File: src/design/u2l_pkg.sv
// shared constants, types and byte classification for the utf-8 to latin-1 narrower
package u2l_pkg;

    localparam logic [7:0] QMARK           = 8'h3F;
    localparam logic [7:0] MAX_CHARS_RESET = 8'd95;
    localparam int         RES_MAX         = 4;
    localparam int         RES_IDX_W       = $clog2(RES_MAX);
    localparam int         RES_CNT_W       = $clog2(RES_MAX + 1);

    localparam logic [7:0] MASK_LEAD2 = 8'hE0;
    localparam logic [7:0] CODE_LEAD2 = 8'hC0;
    localparam logic [7:0] MASK_LEAD3 = 8'hF0;
    localparam logic [7:0] CODE_LEAD3 = 8'hE0;
    localparam logic [7:0] MASK_LEAD4 = 8'hF8;
    localparam logic [7:0] CODE_LEAD4 = 8'hF0;
    localparam logic [7:0] MASK_CONT  = 8'hC0;
    localparam logic [7:0] CODE_CONT  = 8'h80;
    localparam logic [1:0] SKIP_LEAD4 = 2'd3;

    typedef enum logic [1:0] {
        LEAD_ASCII,
        LEAD_HOLD,
        LEAD_SKIP,
        LEAD_BAD
    } lead_kind_t;

    function automatic lead_kind_t lead_kind(input logic [7:0] b);
        lead_kind_t k;
        if (!b[7])
            k = LEAD_ASCII;
        else if ((b & MASK_LEAD2) == CODE_LEAD2 || (b & MASK_LEAD3) == CODE_LEAD3)
            k = LEAD_HOLD;
        else if ((b & MASK_LEAD4) == CODE_LEAD4)
            k = LEAD_SKIP;
        else
            k = LEAD_BAD;
        return k;
    endfunction

    function automatic logic is_cont(input logic [7:0] b);
        return (b & MASK_CONT) == CODE_CONT;
    endfunction

endpackage

File: src/design/utf8_to_latin1_narrower_top.sv
// utf-8 to latin-1 narrower: input register, one-pass decode, four-entry result buffer
// a byte's results pass through the input register and then the result buffer before they
//   are offered; a result buffer that has not drained can hold the byte in the input register
// throughput: one byte per cycle while each byte gives at most one result and m_tready is high;
//   a byte giving n results holds the input while the result buffer drains one per accepted transfer
// reset: decode state cleared, result buffer emptied, max_chars set to 95
module utf8_to_latin1_narrower_top
(
    input  logic       clk,
    input  logic       rst_n,
    input  logic       s_tvalid,
    output logic       s_tready,
    input  logic [7:0] s_tdata,   // [7:0] in_byte
    input  logic       s_tlast,   // end_of_input
    output logic       m_tvalid,
    input  logic       m_tready,
    output logic [7:0] m_tdata,   // [7:0] out_char
    output logic       m_tuser,   // end_of_string
    output logic       m_tlast,   // last_of_run
    input  logic       cfg_valid,
    output logic       cfg_ready,
    input  logic [7:0] cfg_data   // [7:0] max_chars
);

    localparam int CW = u2l_pkg::RES_CNT_W;
    localparam int IW = u2l_pkg::RES_IDX_W;

    logic       in_valid_reg;
    logic [7:0] in_byte_reg;
    logic       in_eoi_reg;
    logic [7:0] max_chars_reg;

    logic [7:0] held_lead_reg, held_lead_next;
    logic [7:0] held_second_reg, held_second_next;
    logic [1:0] held_count_reg, held_count_next;
    logic [1:0] skip_left_reg, skip_left_next;
    logic [7:0] emitted_count_reg, emitted_count_next;

    logic [7:0]    ent_char_reg [u2l_pkg::RES_MAX];
    logic          ent_eos_reg  [u2l_pkg::RES_MAX];
    logic [CW-1:0] cnt_reg;

    logic [7:0]    res_char [u2l_pkg::RES_MAX];
    logic          res_eos  [u2l_pkg::RES_MAX];
    logic [CW-1:0] res_n;

    logic in_take;
    logic out_take;

    assign cfg_ready = 1'b1;
    assign m_tvalid  = (cnt_reg != '0);
    assign m_tdata   = ent_char_reg[0];
    assign m_tuser   = ent_eos_reg[0];
    assign m_tlast   = (cnt_reg == CW'(1));
    assign out_take  = m_tvalid && m_tready;
    assign in_take   = in_valid_reg &&
                       (cnt_reg == '0 || (cnt_reg == CW'(1) && m_tready));
    assign s_tready  = !in_valid_reg || in_take;

    // decode one byte into its list of results
    always_comb
    begin
        logic [7:0]    hl;
        logic [7:0]    hs;
        logic [1:0]    hc;
        logic [1:0]    sk;
        logic [7:0]    ec;
        logic [7:0]    b;
        logic          cl;
        logic [7:0]    cand [u2l_pkg::RES_MAX];
        logic [CW-1:0] nc;
        logic          lv [2];
        logic [7:0]    lb [2];
        logic [10:0]   cp2;
        logic [15:0]   cp3;

        hl = held_lead_reg;
        hs = held_second_reg;
        hc = held_count_reg;
        sk = skip_left_reg;
        ec = emitted_count_reg;
        b  = in_byte_reg;
        cl = (b == 8'd0) || in_eoi_reg;
        nc = '0;
        lv[0] = 1'b0;
        lv[1] = 1'b0;
        lb[0] = b;
        lb[1] = b;
        cp2 = {hl[4:0], b[5:0]};
        cp3 = {hl[3:0], hs[5:0], b[5:0]};
        for (int i = 0; i < u2l_pkg::RES_MAX; i++)
        begin
            cand[i]     = u2l_pkg::QMARK;
            res_char[i] = 8'd0;
            res_eos[i]  = 1'b0;
        end

        if (b != 8'd0)
        begin
            if (sk != 2'd0)
                sk = sk - 2'd1;
            else if (hc == 2'd0)
                lv[0] = 1'b1;
            else if (hc == 2'd1)
            begin
                if (!u2l_pkg::is_cont(b))
                begin
                    cand[nc[IW-1:0]] = u2l_pkg::QMARK;
                    nc = nc + CW'(1);
                    hc = 2'd0;
                    lv[0] = 1'b1;
                end
                else if ((hl & u2l_pkg::MASK_LEAD2) == u2l_pkg::CODE_LEAD2)
                begin
                    cand[nc[IW-1:0]] = (cp2[10:8] == 3'd0) ? cp2[7:0] : u2l_pkg::QMARK;
                    nc = nc + CW'(1);
                    hc = 2'd0;
                end
                else
                begin
                    hs = b;
                    hc = 2'd2;
                end
            end
            else
            begin
                if (u2l_pkg::is_cont(b))
                begin
                    cand[nc[IW-1:0]] = (cp3[15:8] == 8'd0) ? cp3[7:0] : u2l_pkg::QMARK;
                    nc = nc + CW'(1);
                    hc = 2'd0;
                end
                else
                begin
                    cand[nc[IW-1:0]] = u2l_pkg::QMARK;
                    nc = nc + CW'(1);
                    hc = 2'd0;
                    lv[0] = 1'b1;
                    lb[0] = hs;
                    lv[1] = 1'b1;
                end
            end

            // bytes worked on as new leads, in order
            for (int j = 0; j < 2; j++)
            begin
                if (lv[j])
                begin
                    case (u2l_pkg::lead_kind(lb[j]))
                        u2l_pkg::LEAD_ASCII:
                        begin
                            cand[nc[IW-1:0]] = lb[j];
                            nc = nc + CW'(1);
                        end
                        u2l_pkg::LEAD_HOLD:
                        begin
                            hl = lb[j];
                            hc = 2'd1;
                        end
                        u2l_pkg::LEAD_SKIP:
                        begin
                            cand[nc[IW-1:0]] = u2l_pkg::QMARK;
                            nc = nc + CW'(1);
                            sk = u2l_pkg::SKIP_LEAD4;
                        end
                        default:
                        begin
                            cand[nc[IW-1:0]] = u2l_pkg::QMARK;
                            nc = nc + CW'(1);
                        end
                    endcase
                end
            end
        end

        // flush held bytes on close
        if (cl)
        begin
            if (hc != 2'd0)
            begin
                cand[nc[IW-1:0]] = u2l_pkg::QMARK;
                nc = nc + CW'(1);
            end
            if (hc[1])
            begin
                cand[nc[IW-1:0]] = u2l_pkg::QMARK;
                nc = nc + CW'(1);
            end
        end

        // character limit
        res_n = '0;
        for (int i = 0; i < u2l_pkg::RES_MAX; i++)
        begin
            if (CW'(i) < nc && ec < max_chars_reg)
            begin
                res_char[res_n[IW-1:0]] = cand[i];
                res_eos[res_n[IW-1:0]]  = 1'b0;
                res_n = res_n + CW'(1);
                ec = ec + 8'd1;
            end
        end

        if (cl)
        begin
            res_char[res_n[IW-1:0]] = 8'd0;
            res_eos[res_n[IW-1:0]]  = 1'b1;
            res_n = res_n + CW'(1);
            hl = 8'd0;
            hs = 8'd0;
            hc = 2'd0;
            sk = 2'd0;
            ec = 8'd0;
        end

        held_lead_next     = hl;
        held_second_next   = hs;
        held_count_next    = hc;
        skip_left_next     = sk;
        emitted_count_next = ec;
    end

    always_ff @(posedge clk or negedge rst_n)
    begin
        if (!rst_n)
        begin
            in_valid_reg      <= 1'b0;
            max_chars_reg     <= u2l_pkg::MAX_CHARS_RESET;
            held_lead_reg     <= 8'd0;
            held_second_reg   <= 8'd0;
            held_count_reg    <= 2'd0;
            skip_left_reg     <= 2'd0;
            emitted_count_reg <= 8'd0;
            cnt_reg           <= '0;
        end
        else
        begin
            if (cfg_valid && cfg_ready)
                max_chars_reg <= cfg_data;
            if (s_tvalid && s_tready)
                in_valid_reg <= 1'b1;
            else if (in_take)
                in_valid_reg <= 1'b0;
            if (in_take)
            begin
                held_lead_reg     <= held_lead_next;
                held_second_reg   <= held_second_next;
                held_count_reg    <= held_count_next;
                skip_left_reg     <= skip_left_next;
                emitted_count_reg <= emitted_count_next;
                cnt_reg           <= res_n;
            end
            else if (out_take)
                cnt_reg <= cnt_reg - CW'(1);
        end
    end

    // payload: input register and result buffer
    always_ff @(posedge clk)
    begin
        if (s_tvalid && s_tready)
        begin
            in_byte_reg <= s_tdata;
            in_eoi_reg  <= s_tlast;
        end
        if (in_take)
        begin
            for (int i = 0; i < u2l_pkg::RES_MAX; i++)
            begin
                ent_char_reg[i] <= res_char[i];
                ent_eos_reg[i]  <= res_eos[i];
            end
        end
        else if (out_take)
        begin
            for (int i = 0; i < u2l_pkg::RES_MAX - 1; i++)
            begin
                ent_char_reg[i] <= ent_char_reg[i+1];
                ent_eos_reg[i]  <= ent_eos_reg[i+1];
            end
        end
    end

endmodule

File: config.mk
export PLATFORM = sky130hd
export DESIGN_NAME = utf8_to_latin1_narrower_top
export DESIGN_NICKNAME = d
export VERILOG_FILES = /design/src/design/u2l_pkg.sv /design/src/design/utf8_to_latin1_narrower_top.sv
export SDC_FILE = /design/constraint.sdc
export NUM_CORES = 1
export LEC_CHECK = 0
export BUFFER_PORTS_ARGS = -buffer_cell sky130_fd_sc_hd__buf_2
export CAP_MARGIN = 20
export CORE_MARGIN = 2
export CORE_UTILIZATION = 60
export CTS_CLUSTER_SIZE = 8
export DETAILED_ROUTE_END_ITERATION = 8
export GPL_ROUTABILITY_DRIVEN = 0
export GPL_TIMING_DRIVEN = 0
export HOLD_SLACK_MARGIN = 0.05
export PLACE_DENSITY = 0.88
export SLEW_MARGIN = 20
export SYNTH_ARGS = -nofsm -noshare
export SYNTH_HDL_FRONTEND = slang
export SYNTH_SLANG_ARGS = --single-unit
export TNS_END_PERCENT = 100
File: constraint.sdc
create_clock -name clk -period 13.8 [get_ports clk]
set_input_delay 1.38 -clock clk [delete_from_list [all_inputs] [get_ports clk]]
set_output_delay 1.38 -clock clk [all_outputs]
set_load 0.1 [all_outputs]
# ---- Word-level counts from Yosys, hierarchy flattened
# Memory sizes are Yosys's and may differ from the RTL's.
# Index checks and enable logic that the tools add are counted.
dict set report totals {
  register_bits 49
  ramBits 36
  inputBits 22
  mem_count 2
}
dict set report op_classes {
  n_addsub 14
  n_lt_le_gt_ge 24
  n_eq_ne 17
  muxes 143
  n_bitwise 28
  reduce_logical 40
}
# name words word_bits read_ports rd_clocked_by_memory_dff write_ports line
set memory_table {}
lappend memory_table {ent_char_reg 4 8 4 0 4 utf8_to_latin1_narrower_top.sv:39} ;# logic [7:0] ent_char_reg [u2l_pkg::RES_MAX];
lappend memory_table {ent_eos_reg 4 1 4 0 4 utf8_to_latin1_narrower_top.sv:40} ;# logic ent_eos_reg [u2l_pkg::RES_MAX];
# operator n
set op_table {}
lappend op_table {{2-to-1 mux 32 bit} 12}
lappend op_table {{2-to-1 mux 8 bit} 44}
lappend op_table {{bitwise mux 32 bit} 5}
lappend op_table {{demux 8 bit (select 2 bit)} 8}
lappend op_table {{one-hot mux 32 bit (2 select lines)} 2}
lappend op_table {{OR 24 bit} 4}
lappend op_table {{2-to-1 mux 3 bit} 20}
lappend op_table {{2-to-1 mux 2 bit} 29}
lappend op_table {{adder 8 x 1 -> 8 bit, second input constant} 4}
lappend op_table {{bitwise AND 32 bit} 1}
lappend op_table {{bitwise AND 8 bit} 4}
lappend op_table {{less-than comparator 8 bit} 4}
lappend op_table {{inverter 32 bit} 1}
lappend op_table {{inverter 8 bit} 4}
lappend op_table {{adder 3 x 1 -> 3 bit, second input constant} 8}
lappend op_table {{greater-or-equal comparator 3 bit, second input constant} 8}
lappend op_table {{less-than comparator 3 x 1 -> 1 bit, second input constant} 8}
lappend op_table {{inverter 2 -> 3 bit} 8}
lappend op_table {{2-to-1 mux 1 bit} 21}
lappend op_table {{logical AND 1 bit} 16}
lappend op_table {{logical NOT 8 bit} 2}
lappend op_table {{nonzero test 2 bit} 7}
lappend op_table {{equality test 5 bit, second input constant} 2}
lappend op_table {{equality test 3 bit, second input constant} 3}
lappend op_table {{other kinds (20)} 41}

# ---- Logic depth before layout (Yosys ltp)
dict set report logic_depth {
  depth_word 47
  ltp_mapped 58
  depth_no_buf 54
}

# ---- Least setup slack after synthesis
# OpenSTA, ideal clock, no wires.
dict set report synth_timing {
  path_type {register to register}
  from {register in_byte_reg[7]}
  to {memory ent_char_reg[2][0] (data pin)}
  setup_ps 133
  t_arrival_ps 11540
  required_time_ps 13667
  setup_slack_ps 2127
  stages_incl_launch_ff 56
  path_buffers 3
  period_less_slack_ps 11673
  path_cell_list {edfxtp_1 > buf_2 > nor4b_2 > o22ai_4 > nor4b_4 > inv_1 > ha_1 > a21oi_1 > or2_2 > ha_1 > nand2_1 > a21oi_1 > inv_1 > ha_1 > mux2_2 > ha_1 > a41oi_1 > o31ai_2 > (+20 left out) > nand2_1 > o21ai_4 > buf_2 > and3_1 > nand2_1 > xnor2_1 > ha_1 > a21o_1 > a21o_1 > a21oi_1 > nand2_1 > a311oi_2 > buf_6 > mux2i_1 > inv_1 > ha_1 > a21oi_1 > a22o_1}
}
# element line
set synth_rtl {}
lappend synth_rtl {{start: declaration} utf8_to_latin1_narrower_top.sv:29} ;# logic [7:0] in_byte_reg;
lappend synth_rtl {{start signal: assignment} utf8_to_latin1_narrower_top.sv:263} ;# in_byte_reg <= s_tdata;
lappend synth_rtl {{end: declaration} utf8_to_latin1_narrower_top.sv:39}

==> flow_metrics.tcl <==
set metrics [dict create \
    status "finished, final reports clean" \
    numCtsBuffers 9 \
    largest_register_ffs 32 \
    clockBufferDepth 2 \
    port_buffers 33 \
    cp_top_family "compound AO/OA/AOI/OAI gates" \
    netlist_top_cells_area "edfxtp_1, dfrtp_1, ha_1, nand2_1, o21ai_0" \
    io_pins 35 \
    globalRouteTotalUtil 0.299 \
    rsz0062_at_grt "no" \
    hold_viol 0 \
    post-route-drc-count 0 \
    die_w_um 113 \
    n_antenna_cell 0 \
    antenna_found_initial 0 \
    drt_wl_total_mm 19.3 \
    clock_sinks 85 \
    grt_pass1_wl_mm 30.5 \
    first_global_vias 6128 \
    cpMostUsedCell "ha_1" \
    worstSetupEndpointType "flop" \
    fmax_ghz 0.0756 \
    reg2reg_slack_ns 0.57 \
    cp-start-kind "flop" \
    ys_types 87 \
    syn_avg_cell_area_um2 8.80 \
    overflow 0 \
    setup-violations-final 0 \
    arrival_ns 13.44 \
    drive_gt1_frac 0.142 \
    critPathRequiredTime_ns 14.01 \
    path_buf_inv 8 \
    row_count 39 \
    grt_max_degree 41 \
    max_slew.worst_pin.slew_ns 0.961 \
    async_reset_ff_frac 0.471 \
    syn_nets 896 \
    crit_slowest_cell "nor4b_4" \
    drtAntennaViolNets 0 \
    final_cell_mix "nand2_1, o21ai_0, ha_1" \
    yosysWarnings 0 \
    ys_seq_elements 85 \
    max_slew_margin 0.354 \
    drtPass1Iterations 6 \
    clk_pin_slew_ns 0.06 \
    period_needed_ns 13.23 \
    holdWs_ns 0.494 \
    critical_path_class "reg -> reg" \
    place.detailed.hpwl_mm 13.8 \
    max_stage_delay_ns 0.46 \
    root_buffer "clkbuf_16" \
    dieHeight_um 113 \
    max_cap_violations 0 \
    final.setup_skew_ns 0.00646 \
    syn2layout_area_growth_pct 10.8 \
    period_share 0.959 \
    drt_iter0_drc 836 \
    min_path_type "reg -> reg" \
    path_max_fanout 10 \
    via_per_inst 6.61 \
    dpl-instance-area_um2 7540 \
    core_um2 11600 \
    cts_tree "done" \
    post_drt_wl_per_cell_um 19.0 \
    num_vias 6724 \
    setup_tns_ns 0 \
    finalMaxSlewViolations 0 \
    yosysTopAreaCell "edfxtp_1" \
    cts_max_level 3 \
    start_util 0.621 \
    final_common_cell "nand2_1" \
    worstSkewPairLatency_ns 0.35 \
    dieArea_um2 12900 \
    ys_seq_area_frac 0.328 \
    final_area_um2 7970 \
    synthFlopType "edfxtp_1" \
    final_nets 949 \
    postLayoutCoreUtil 0.689 \
    syn-instance-count 817 \
    hold_buffers 0 \
    mappedNetlistArea_um2 7190 \
    synth_top_cell_area_share 0.188 \
    synth_edf_count 45 \
]
-- Yosys cell counts (all sizes together) (5+ instances only) --
master	count
a211oi	5
a21o	14
a21oi	53
a22o	27
a22oi	5
a311oi	5
a31oi	12
and2	17
and3	11
buf	15
clkbuf	25
dfrtp	34
dfstp	6
edfxtp	45
ha	57
inv	40
mux2	5
mux2i	18
nand2	88
nand2b	10
nand3	24
nand4	6
nor2	55
nor2b	7
nor3	21
nor4	8
o211ai	11
o21a	7
o21ai	68
o22ai	7
o31ai	6
or2	9
or3	12
xnor2	25
xor2	8
-- worst paths after layout --
check,endpoint,startpoint,cells past startpoint
max,ent_char_reg[2][6]$_DFFE_PP_,in_byte_reg[7]$_DFFE_PP_,53
min,held_lead_reg[3]$_DFFE_PN0P_,held_lead_reg[3]$_DFFE_PN0P_,2
max reg2reg,ent_char_reg[2][6]$_DFFE_PP_,in_byte_reg[7]$_DFFE_PP_,53
min reg2reg,held_lead_reg[3]$_DFFE_PN0P_,held_lead_reg[3]$_DFFE_PN0P_,2
max in group asynchronous,held_second_reg[1]$_DFFE_PN0P_,rst_n,1
min in group asynchronous,emitted_count_reg[1]$_DFFE_PN0P_,rst_n,1
-- worst reg2reg max path, delay by kind of cell, from the launching register on --
family / cells / cell delay [ns]
AOI/OAI and AO/OA: 21 / 5.15
and+or+nand+nor: 11 / 2.46
adders and majority gates: 8 / 2.28
buffers and inverters: 8 / 1.35
xor gates and xnor gates: 3 / 0.76
muxes: 2 / 0.70
DFF: 1 / 0.38
-- logic make-up after synthesis --
family | after synthesis | synth area share
other | 2 | 0.00104
adders and majority gates | 57 | 0.0992
AOI/OAI and AO/OA | 247 | 0.237
buffers and inverters | 81 | 0.0454
DFF | 85 | 0.328
and+or+nand+nor | 289 | 0.211
muxes | 23 | 0.0334
xor gates and xnor gates | 33 | 0.0444
-- what timing repair did --
| item | in CTS | in global routing |
|---|---|---|
| setup endpoints to repair | 28 | 39 |
| buffers inserted | 0 | 7 |
| gates resized for setup | 2 | 12 |
| pin swaps | 1 | 3 |
-- per-stage QoR --
| stage | setup WS [ns] | instances |
|---|---|---|
| 6_report | 0.573 | 1018 |
| 5_1_grt | 0.00287 | 1018 |
| 4_1_cts | 0.00522 | 1010 |
| 3_5_place_dp | -0.237 | 994 |
| 3_3_place_gp | 0.0257 | 993 |
| 2_1_floorplan | 2.13 | 817 |
-- routing by layer --
layer  GRT usage  vias to the layer above  wire, um
met5           0                        -         0
met4       0.121                        0       743
met3      0.0579                       71      1740
met2       0.477                      399      8950
met1       0.404                     3136      7900
li1            -                     3118         -
-- layout make-up --
class                           count  area [um^2]
Multi-Input combinational cell    651         4560
Fill cell                         892         3600
Sequential cell                    85         2360
Clock buffer                       11          243
Timing Repair Buffer               42          236
Tap cell                          143          179
Buffer                             40          174
Inverter                           41          154
Clock inverter                      5         58.8
Power is left out: the tool's default activity adds up to more than one toggle a clock period on the data nets, which glitch-free logic cannot reach.
